### src/design/srtk_pkg.sv
// Shared types for the sorted record table: record layout, decoded command and
// the sort-order compare. No dependencies; used by srtk_front and srtk_back.
package srtk_pkg;

    localparam int NAME_W  = 64;
    localparam int AGE_W   = 8;
    localparam int WORTH_W = 21;
    localparam int LIM_W   = 7;
    localparam int IN_DATA_W  = 120;
    localparam int OUT_DATA_W = 96;

    // name in the low bits, then age, then worth
    typedef struct packed {
        logic [WORTH_W-1:0] worth;
        logic [AGE_W-1:0]   age;
        logic [NAME_W-1:0]  name;
    } entry_t;

    localparam int ENTRY_W = $bits(entry_t);

    typedef struct packed {
        logic             is_query;
        logic [LIM_W-1:0] limit;
        logic [AGE_W-1:0] age_lo;
        logic [AGE_W-1:0] age_hi;
        entry_t           rec;
    } cmd_t;

    // true when x sorts ahead of y: worth descending, age ascending, name ascending
    function automatic logic goes_before(input entry_t x, input entry_t y);
        logic res;
        if (x.worth != y.worth) begin
            res = $signed(x.worth) > $signed(y.worth);
        end else if (x.age != y.age) begin
            res = x.age < y.age;
        end else begin
            res = x.name < y.name;
        end
        return res;
    endfunction

endpackage

### src/design/srtk_front.sv
// Front end: accepts input beats, decodes them into commands and queues them
// in a two-entry FIFO for the back end. Depends on srtk_pkg.
module srtk_front #(
    parameter int MAX_OUT = 64
) (
    input  logic                              aclk,
    input  logic                              aresetn,
    input  logic                              s_tvalid,
    output logic                              s_tready,
    input  logic [srtk_pkg::IN_DATA_W-1:0]    s_tdata,
    input  logic                              s_tuser,
    output logic                              cmd_valid,
    input  logic                              cmd_ready,
    output srtk_pkg::cmd_t                    cmd
);
    import srtk_pkg::*;

    cmd_t        fifo_reg [2];
    logic        wr_ptr_reg, wr_ptr_next;
    logic        rd_ptr_reg, rd_ptr_next;
    logic [1:0]  fill_reg, fill_next;
    cmd_t        dec;
    logic [LIM_W-1:0] want;
    logic        push, pop;

    // classify the incoming beat and saturate the count
    always_comb begin
        want          = s_tdata[99:93];
        dec.is_query  = s_tuser;
        dec.limit     = (want > LIM_W'(MAX_OUT)) ? LIM_W'(MAX_OUT) : want;
        dec.age_lo    = s_tdata[107:100];
        dec.age_hi    = s_tdata[115:108];
        dec.rec.name  = s_tdata[63:0];
        dec.rec.age   = s_tdata[71:64];
        dec.rec.worth = s_tdata[92:72];
    end

    assign s_tready  = (fill_reg != 2'd2);
    assign cmd_valid = (fill_reg != 2'd0);
    assign cmd       = fifo_reg[rd_ptr_reg];
    assign push      = s_tvalid && s_tready;
    assign pop       = cmd_valid && cmd_ready;

    always_comb begin
        wr_ptr_next = push ? ~wr_ptr_reg : wr_ptr_reg;
        rd_ptr_next = pop ? ~rd_ptr_reg : rd_ptr_reg;
        fill_next   = fill_reg + {1'b0, push} - {1'b0, pop};
    end

    always_ff @(posedge aclk) begin
        if (!aresetn) begin
            wr_ptr_reg <= 1'b0;
            rd_ptr_reg <= 1'b0;
            fill_reg   <= 2'd0;
        end else begin
            wr_ptr_reg <= wr_ptr_next;
            rd_ptr_reg <= rd_ptr_next;
            fill_reg   <= fill_next;
        end
    end

    always_ff @(posedge aclk) begin
        if (push) begin
            fifo_reg[wr_ptr_reg] <= dec;
        end
    end

endmodule

### config.mk
export PLATFORM = sky130hd
export DESIGN_NAME = srtk_front
export DESIGN_NICKNAME = d
export VERILOG_FILES = /design/src/design/srtk_pkg.sv /design/src/design/srtk_front.sv
export SDC_FILE = /design/constraint.sdc
export NUM_CORES = 1
export LEC_CHECK = 0
export BUFFER_PORTS_ARGS = -buffer_cell sky130_fd_sc_hd__buf_2
export CORE_ASPECT_RATIO = 0.9
export CORE_MARGIN = 1
export CORE_UTILIZATION = 35
export DETAILED_ROUTE_END_ITERATION = 10
export GPL_ROUTABILITY_DRIVEN = 0
export PLACE_DENSITY = 0.63
export SETUP_SLACK_MARGIN = 0.5
export SLEW_MARGIN = 5
export SYNTH_ARGS = -nofsm -noshare
export SYNTH_HDL_FRONTEND = slang
export SYNTH_SLANG_ARGS = --single-unit
export TNS_END_PERCENT = 1
### constraint.sdc
create_clock -name aclk -period 5.7 [get_ports aclk]
set_input_delay 0.285 -clock aclk [delete_from_list [all_inputs] [get_ports aclk]]
set_output_delay 0.285 -clock aclk [all_outputs]
set_load 0.01 [all_outputs]
==> results of run 1 <==
==> Yosys cell counts (all sizes together) <==
cell type / instances / area (sq um)
buf: 13 / 96.3
nand3b: 1 / 7.51
mux2i: 1 / 10.0
a32oi: 1 / 8.76
and2: 3 / 18.8
nand3: 1 / 5.00
xnor2: 1 / 8.76
and3: 1 / 6.26
or2: 1 / 6.26
clkbuf: 1 / 3.75
mux2: 117 / 1430
o21ai: 2 / 10.0
inv: 1 / 3.75
a21bo: 2 / 20.0
a21boi: 1 / 7.51
a211oi: 1 / 7.51
nand2b: 2 / 12.5
nor2b: 7 / 43.8
dfxtp: 5 / 100
ha: 1 / 12.5
nand2: 1 / 3.75
edfxtp: 234 / 7030
nor2: 2 / 7.51
==> metal layers <==
metal	share of wire	routed length (um)
met1	0.40	6990
met2	0.50	8770
met3	0.073	1270
met4	0.026	455
met5	0	0
==> report_power, final <==
group / switching, mW / internal [mW] / total [mW]
sequential: 0.102 / 2.14 / 2.24
clock: 0.619 / 0.939 / 1.56
combinational: 0.445 / 0.502 / 0.947
total: 1.17 / 3.58 / 4.75
==> cell families (layout without fill, tap and decap cells) <==
kind of cell               after synthesis  count (layout)  share of synthesized area
buffers and inverters                   15             396                     0.0117
DFF                                    239             239                      0.805
and+or+nand+nor                         19              19                     0.0126
xor gates and xnor gates                 1               1                   0.000989
AOI/OAI and AO/OA                        7               7                    0.00608
muxes                                  118             118                      0.163
adders and majority gates                1               1                    0.00141
==> metrics by stage <==
step | hold WS [ns] | worst slack (ns) | util
after detailed placement | 0.477 | 3.01 | 0.424
after CTS | 0.0136 | 2.44 | 0.501
after floorplan | 0.384 | 1.80 | -
after global routing | 0.0514 | 2.33 | 0.501
final | 0.0564 | 2.56 | 0.501
after global placement | 0.473 | 3.06 | 0.424
==> worst max-delay path: cells and delay by family, from the launching register on <==
family                 cells  cell delay, ns
DFF                        1            0.99
muxes                      1            0.42
buffers and inverters      2            0.88
==> final cells by class <==
class	count	area, sq um	share of cell area
Clock inverter	10	128	0.0104
Multi-Input combinational cell	146	1630	0.133
Sequential cell	239	7130	0.580
Clock buffer	33	656	0.0533
Inverter	1	6.26	0.000509
Timing Repair Buffer	352	2320	0.189
Tap cell	336	420	0.0342
==> final timing paths <==
| check | slack [ns] | depth (start not counted) | end | from |
|---|---|---|---|---|
| hold / removal | 0.06 | 2 | fill_reg[0]$_SDFF_PN0_ | aresetn |
| setup / recovery | 2.56 | 3 | cmd[24] | register |
| setup reg to reg | 3.03 | 4 | fifo_reg[0][88]$_DFFE_PP_ | fill_reg[0]$_SDFF_PN0_ |
| hold reg to reg | 0.59 | 2 | register | rd_ptr_reg$_SDFFE_PN0P_ |
==> run_results.csv, run 1 <==
group,metric,value,unit
status,outcome,"complete, no violations",
sta,fin_tns_setup,0,ns
grt,busiest_layer,"met2",
sta,skew,0.0191,ns
hold_path,hp-class,"input port to register",
synthesis,ys_ff_latch,239,
detailed_routing,vias,4885,
sta,slew_viol_final,0,
critical_path,worst-setup-path-type,"register to primary output",
critical_path,cp.required,5.41,ns
synthesis,synthesis.area,8860,sq um
detailed_routing,viasPerCell,4.37,
finish,final_area,12300,sq um
detailed_routing,routed_wl,17500,um
finish,fillers,2011,
placed_design,placed_area,10400,sq um
grt,use_met3,0.0394,
pwr,powerDensity,386,nW/um^2
synthesis,synth_area_per_cell,22.1,sq um
floorplanning,die_h,153,um
sta,period_needed,3.14,ns
grt,grt_pass1_wl,27100,um
sta,max_slew.worst_pin.slew,1.11,ns
detailed_routing,firstDrtPassIters,5,
critical_path,cp_slowest_cell,"dfxtp_4",
clock_tree,cts-root-buf,"clkbuf_16",
finish,final-instance-count-excl-fill,1117,
grt,grt_remaining_overflow,0,
detailed_routing,antenna_left,0,
critical_path,cp.arrival,2.86,ns
sta,hold_viol,0,
grt,grt_antenna_before_repair,0,
finish,syn2layout_area_growth,38.8,%
grt,grt_pass1_vias,5268,
finish,insertedDiodeCount,0,
clock_tree,clockBufferDepth,3,
floorplanning,io_pins,244,
clock_tree,clkSinkCount,239,
finish,final_common_cell,"buf_2",
floorplanning,dieArea,25900,sq um
synthesis,ys_warn_count,0,
synthesis,ys_seq_area_frac,0.805,
clock_tree,htreeDepth,1,
critical_path,cp-start-kind,"register",
critical_path,cp_max_fo,62,
pwr,totalPowerFinal,4.75,mW
clock_tree,postCtsHoldBufs,110,
clock_tree,cts_resized,0,
finish,final_cell_mix,"buf_2, edfxtp_1, dlygate4sd3_1",
sta,fmax,0.318,GHz
floorplanning,initial_core_util,0.361,
detailed_routing,post_drt_wl_per_cell,15.7,um
clock_tree,cts_tree,"done",
clock_tree,clk_pin_slew_worst_paths,0.06,ns
floorplanning,rows,54,
floorplanning,core_region_area,24500,sq um
sta,slew_headroom,0.261,
finish,largest_reg_flops,234,
floorplanning,die_w,170,um
sta,setup_viol,0,
grt,grt_start_max_net_pins,77,
grt,grtUsageTotal,0.133,
pwr,power_leakage,4.64,nW
placed_design,dpl.hpwl,10700,um
clock_tree,cts_buffers,25,
sta,timing.final.crit_share,0.552,
clock_tree,post_cts_buffers,0,
synthesis,synth.distinct_cells,25,
pwr,max-vdd-ir-drop,0.000258,V
run,drv_cap,0,
clock_tree,clk_latency,0.52,ns
critical_path,critPathMaxStageDelay,0.99,ns
detailed_routing,drtIter0Drc,231,
finish,nets,891,
synthesis,syn-num-nets,526,
critical_path,cp_cell_sequence,"buf_4 -> mux2_2 -> buf_2",
critical_path,end_kind,"primary output",
finish,drive_gt1_frac,0.508,
grt,grt_util_met1,0.152,
placed_design,port_buffers,239,
grt,globalRouteMet2Util,0.239,
synthesis,synthCells,400,
detailed_routing,drc,0,
placed_design,place_inst,964,
sta,rsz0062_at_grt,"false",
Power figures use the tool's default switching activity.
==> inputs of run 2 (changes only) <==
- ABC_AREA: unset -> 1
- PLACE_DENSITY: 0.63 -> 0.65
- clock period: 5.7 -> 2.6 ns (I/O delays scaled with it)
==> run_results.csv, run 2 <==
group,metric,value,unit
grt,grt_pass1_wl,27600,um
pwr,switching_power,2.97,mW
synthesis,synth_top_area_frac,0.794,
grt,grt_start_max_net_pins,53,
finish,drive_gt1_frac,0.507,
critical_path,cp_cell_sequence,"buf_12 -> mux2_2 -> buf_2",
grt,globalRouteMet2Util,0.246,
pwr,totalPowerFinal,11.5,mW
detailed_routing,viasPerCell,4.32,
floorplanning,core_region_area,24500,sq um
grt,grt_antenna_before_repair,3,
sta,period_needed,2.01,ns
critical_path,worst-setup-path-type,"register to primary output",
pwr,swShare,0.258,
clock_tree,clkSinkCount,239,
sta,timing.final.crit_share,0.771,
clock_tree,htreeDepth,1,
critical_path,reg2reg_slack,0.92,ns
finish,syn2layout_area_growth,42.5,%
pwr,powerDensity,912,nW/um^2
detailed_routing,antenna_left,0,
critical_path,timing.critical_path.buf_inv,2,
sta,fmax,0.499,GHz
clock_tree,cts_buffers,26,
critical_path,end_kind,"primary output",
clock_tree,clockBufferDepth,3,
hold_path,hold_start,"s_tdata[93]",
clock_tree,cts_tree,"done",
synthesis,synthCells,414,
sta,slew_viol_final,0,
pwr,power.internal,8.53,mW
detailed_routing,vias,4980,
sta,slew_headroom,0.595,
status,outcome,"complete, no violations",
finish,nets,922,
hold_path,min_to,"fifo_reg[1][109]$_DFFE_PP_",
detailed_routing,routed_wl,18100,um
pwr,pwr-share-seq,0.439,
finish,final-instance-count-excl-fill,1154,
finish,final_area,12600,sq um
detailed_routing,firstDrtPassIters,4,
floorplanning,initial_core_util,0.361,
synthesis,syn-num-nets,540,
clock_tree,cts-root-buf,"clkbuf_16",
synthesis,synth.distinct_cells,15,
sta,rsz0062_at_grt,"false",
grt,grt_pass1_vias,5320,
floorplanning,die_w,170,um
critical_path,cp_max_fo,33,
critical_path,cp.required,2.47,ns
synthesis,yosysTopAreaCell,"edfxtp_1",
critical_path,rr_endpoint,"fifo_reg[1][111]$_DFFE_PP_",
pwr,clkPwrFrac,0.320,
clock_tree,clk_pin_slew_worst_paths,0.06,ns
grt,grtUsageTotal,0.136,
synthesis,synth_area_per_cell,21.4,sq um
run,drv_cap,0,
synthesis,synth_edf_count,234,
placed_design,dpl.hpwl,11200,um
synthesis,synth-async-reset-ratio,0,
detailed_routing,drc,0,
clock_tree,clk_latency,0.51,ns
finish,largest_reg_flops,234,
pwr,p_comb_frac,0.241,
synthesis,synth_ff_type,"edfxtp_1",
synthesis,ys_seq_area_frac,0.805,
floorplanning,die_h,153,um
finish,final_cell_mix,"buf_2, edfxtp_1, dlygate4sd3_1",
placed_design,port_buffers,239,
floorplanning,dieArea,25900,sq um
detailed_routing,drtIter0Drc,169,
synthesis,synthesis.area,8850,sq um
grt,use_met3,0.0404,
synthesis,yosysMostFrequentCell,"edfxtp_1",
critical_path,cp-start-kind,"register",
synthesis,ys_warn_count,0,
critical_path,r2r-start,"fill_reg[0]$_SDFF_PN0_",
floorplanning,io_pins,244,
sta,skew,0.00698,ns
synthesis,ys_ff_latch,239,
grt,grt_remaining_overflow,0,
sta,hold_slack,0.0318,ns
pwr,max-vdd-ir-drop,0.000575,V
placed_design,place_inst,988,
grt,grt_util_met1,0.155,
critical_path,ff2ff_path_depth,5,
sta,max_slew.worst_pin.slew,0.606,ns
floorplanning,rows,54,
finish,final_common_cell,"buf_2",
critical_path,cp_slowest_cell,"dfxtp_4",
pwr,power_leakage,4.83,nW
finish,utilization,0.514,
hold_path,hold_depth,2,
critical_path,cp_top_family,"flip-flops",
hold_path,hp-class,"input port to register",
critical_path,cp.arrival,1.88,ns
sta,setup_viol,0,
detailed_routing,post_drt_wl_per_cell,15.7,um
placed_design,placed_area,10600,sq um
sta,hold_viol,0,
synthesis,synthTopCellsByArea,"edfxtp_1, mux2_2, mux2_4, dfxtp_1, buf_6",
synthesis,synth_commonest_cells,"edfxtp_1, mux2_2, mux2_4",
critical_path,critPathMaxStageDelay,0.53,ns
grt,busiest_layer,"met2",
run 2: cell count changes after synthesis, sizes merged, moves of 3 or more:
| cell | delta |
|---|---|
| and2 | -3 |
| inv | +9 |
| nand2 | +10 |
| nor2 | +13 |
| nor2b | -7 |
run 2: worst max-delay path by stage:
stage,depth (start not counted),startpoint,endpoint
floorplan,4,fill_reg[0]$_SDFF_PN0_,fifo_reg[1][0]$_DFFE_PP_
global placement,4,fill_reg[1]$_SDFF_PN0_,fifo_reg[1][106]$_DFFE_PP_
detailed placement,5,fill_reg[0]$_SDFF_PN0_,fifo_reg[1][106]$_DFFE_PP_
CTS,3,register,cmd[18]
global route,3,register,cmd[2]
finish,3,register,cmd[75]
run 2: final cells by class:
type                    count  area, sq um
diodes                      3         7.51
repair buffers            368         2540
fillers                  2033        11900
multi-input cells         151         1620
inverters                  10         37.5
clock buffers              32          694
well taps                 336          420
clock inverters            15          168
flip-flops and latches    239         7130
run 2: metal layers:
layer,wire length (um),share of wire
met5,0,0
met2,9020,0.50
met1,7300,0.40
met4,469,0.026
met3,1300,0.072
run 2: power groups by stage:
| stage | sequential (mW) | combinational (mW) | clock, mW |
|---|---|---|---|
| 6_report | 5.05 | 2.77 | 3.68 |
| 5_1_grt | 5.10 | 3.01 | 3.92 |
| 4_1_cts | 5.06 | 2.83 | 3.79 |
| 3_5_place_dp | 5.16 | 2.63 | 0 |
| 3_3_place_gp | 5.13 | 2.61 | 0 |
| 2_1_floorplan | 5.08 | 1.67 | 0 |
run 2: logic make-up after synthesis:
| family | synth area share |
|---|---|
| AOI/OAI and AO/OA | 0.00311 |
| xor gates and xnor gates | 0.000990 |
| adders and majority gates | 0.00141 |
| buffers and inverters | 0.0155 |
| DFF | 0.805 |
| muxes | 0.162 |
| and+or+nand+nor | 0.0122 |
run 2: stage by stage:
step,worst slack [ns],setup TNS (ns)
3_5_place_dp,0.896,0
6_report,0.595,0
3_3_place_gp,0.900,0
4_1_cts,0.511,0
5_1_grt,0.503,0
2_1_floorplan,-0.103,-20.51
run 2: worst reg2reg max path, stage by stage (launching register included):
cell and delay [ns]:
dfxtp_2 0.35, inv_2 0.05, nand2_4 0.06, nand2_4 0.09, nor2_4 0.51, buf_12 0.30
run 2: repair_timing:
item	in CTS	in global routing
resized for setup	0	1
buffers inserted	1	0
gates cloned	0	0
endpoints found under the setup margin	91	17
hold endpoints to repair	233	0
pin swaps	0	0
hold buffers	115	0
==> inputs of run 3 (changes only) <==
- ABC_AREA: 1 -> 0
- clock period: 2.6 -> 1.8 ns (I/O delays scaled with it)
==> run_results.csv, run 3 (synthesis gave the netlist of run 1 again) <==
group,metric,value,unit
critical_path,cp-start-kind,"register",
detailed_routing,viasPerCell,4.48,
critical_path,worst-setup-path-type,"register to primary output",
floorplanning,die_w,170,um
clock_tree,clk_pin_slew_worst_paths,0.06,ns
floorplanning,io_pins,244,
finish,final_cell_mix,"edfxtp_1, buf_2, dlygate4sd3_1",
floorplanning,core_region_area,24500,sq um
clock_tree,cts_tree,"done",
detailed_routing,drc,0,
clock_tree,clkSinkCount,239,
status,violations,"setup timing",
clock_tree,clockBufferDepth,3,
detailed_routing,vias,5146,
placed_design,place_inst,970,
pwr,power_leakage,5.23,nW
grt,grt_remaining_overflow,0,
finish,utilization,0.551,
finish,nets,921,
critical_path,cp.arrival,1.72,ns
sta,hold_viol,0,
finish,drive_gt1_frac,0.522,
grt,grt_pass1_wl,28100,um
clock_tree,htreeDepth,1,
detailed_routing,wl_met1,8120,um
sta,slew_headroom,0.789,
run,drv_cap,0,
detailed_routing,met2_length,10600,um
hold_path,hp-class,"input port to register",
floorplanning,die_h,153,um
critical_path,cp_max_fo,14,
placed_design,port_buffers,239,
pwr,max-vdd-ir-drop,0.00111,V
sta,fin_tns_setup,-0.0333,ns
sta,setup_viol,11,
detailed_routing,routed_wl,20800,um
detailed_routing,drtIter0Drc,234,
sta,slew_viol_final,0,
critical_path,cp.required,1.71,ns
sta,fmax,0.552,GHz
finish,insertedDiodeCount,0,
clock_tree,clk_latency,0.51,ns
floorplanning,rows,54,
detailed_routing,dr.max_layer_used,"met4",
grt,grt_pass1_vias,5358,
grt,grt_antenna_before_repair,0,
sta,timing.final.crit_share,1.01,
floorplanning,dieArea,25900,sq um
pwr,powerDensity,1240,nW/um^2
critical_path,end_kind,"primary output",
placed_design,dpl.hpwl,11200,um
sta,period_needed,1.81,ns
finish,largest_reg_flops,234,
sta,max_slew.worst_pin.slew,0.317,ns
sta,rsz0062_at_grt,"true",
grt,grt_start_max_net_pins,62,
sta,setup_slack,-0.0108,ns
finish,final_common_cell,"edfxtp_1",
clock_tree,cts_buffers,25,
grt,grtUsageTotal,0.137,
sta,hold_slack,0.0488,ns
detailed_routing,dr_wl_met3,1440,um
detailed_routing,post_drt_wl_per_cell,18.1,um
finish,syn2layout_area_growth,52.7,%
clock_tree,cts-root-buf,"clkbuf_16",
detailed_routing,antenna_left,0,
detailed_routing,firstDrtPassIters,4,
floorplanning,initial_core_util,0.361,
sta,skew,0.00599,ns
finish,final-instance-count-excl-fill,1148,
status,outcome,"finished with violations",
run 3: cell count changes in the layout (fill, tap and decap cells not counted), moves of 8 or more:
cell,before,now
nand2_1,9,1
nor2_1,13,2
buf_2,239,172
mux2_4,30,83
inv_1,9,0
buf_6,1,69
mux2_2,87,34
run 3: layout make-up:
cell class	count	area (sq um)
Tap cell	336	420
Fill cell	1854	11000
Clock inverter	14	165
Timing Repair Buffer	382	3300
Clock buffer	30	644
Inverter	1	7.51
Sequential cell	239	7140
Multi-Input combinational cell	146	1850
run 3: final timing paths:
path / startpoint / end / depth (start not counted) / slack, ns
setup / recovery: register / cmd[3] / 4 / -0.01
hold / removal: s_tvalid / wr_ptr_reg$_SDFFE_PN0P_ / 3 / 0.05
setup reg to reg: fill_reg[0]$_SDFF_PN0_ / fifo_reg[0][88]$_DFFE_PP_ / 4 / 0.20
hold reg to reg: rd_ptr_reg$_SDFFE_PN0P_ / register / 2 / 0.59
run 3: critical path: stages (launching register included):
cell and delay, ns:
dfxtp_4 0.41, buf_4 0.15, buf_16 0.15, mux2_2 0.35
buf_2 0.14
run 3: metrics by stage:
step           setup slack, ns  area [sq um]  power, mW
2_1_floorplan           -0.956          8870       9.02
3_3_place_gp             0.282         10500       10.1
3_5_place_dp             0.219         10500       10.2
4_1_cts                -0.0854         12600       15.6
5_1_grt                -0.0599         13500       17.4
6_report               -0.0108         13500       16.7
run 3: layer usage:
metal | vias up | track usage
li1 | 2384 | -
met1 | 2525 | 0.159
met2 | 196 | 0.244
met3 | 41 | 0.0373
met4 | 0 | 0.0438
met5 | - | 0
run 3: what timing repair did:
item                       in CTS  in global routing
setup endpoints to repair     344                346
cloned                          0                 11
buffers inserted                0                  3
gates resized for setup         9                143
pin swaps                       2                  1
hold buffers                  120                  0
hold endpoints to repair      239                  0
run 3: report_power, final:
group	total [mW]	switching, mW	leakage, nW	internal (mW)
clock network	5.10	1.99	0.400	3.10
logic	4.69	1.99	2.60	2.70
registers	6.96	0.181	2.24	6.78
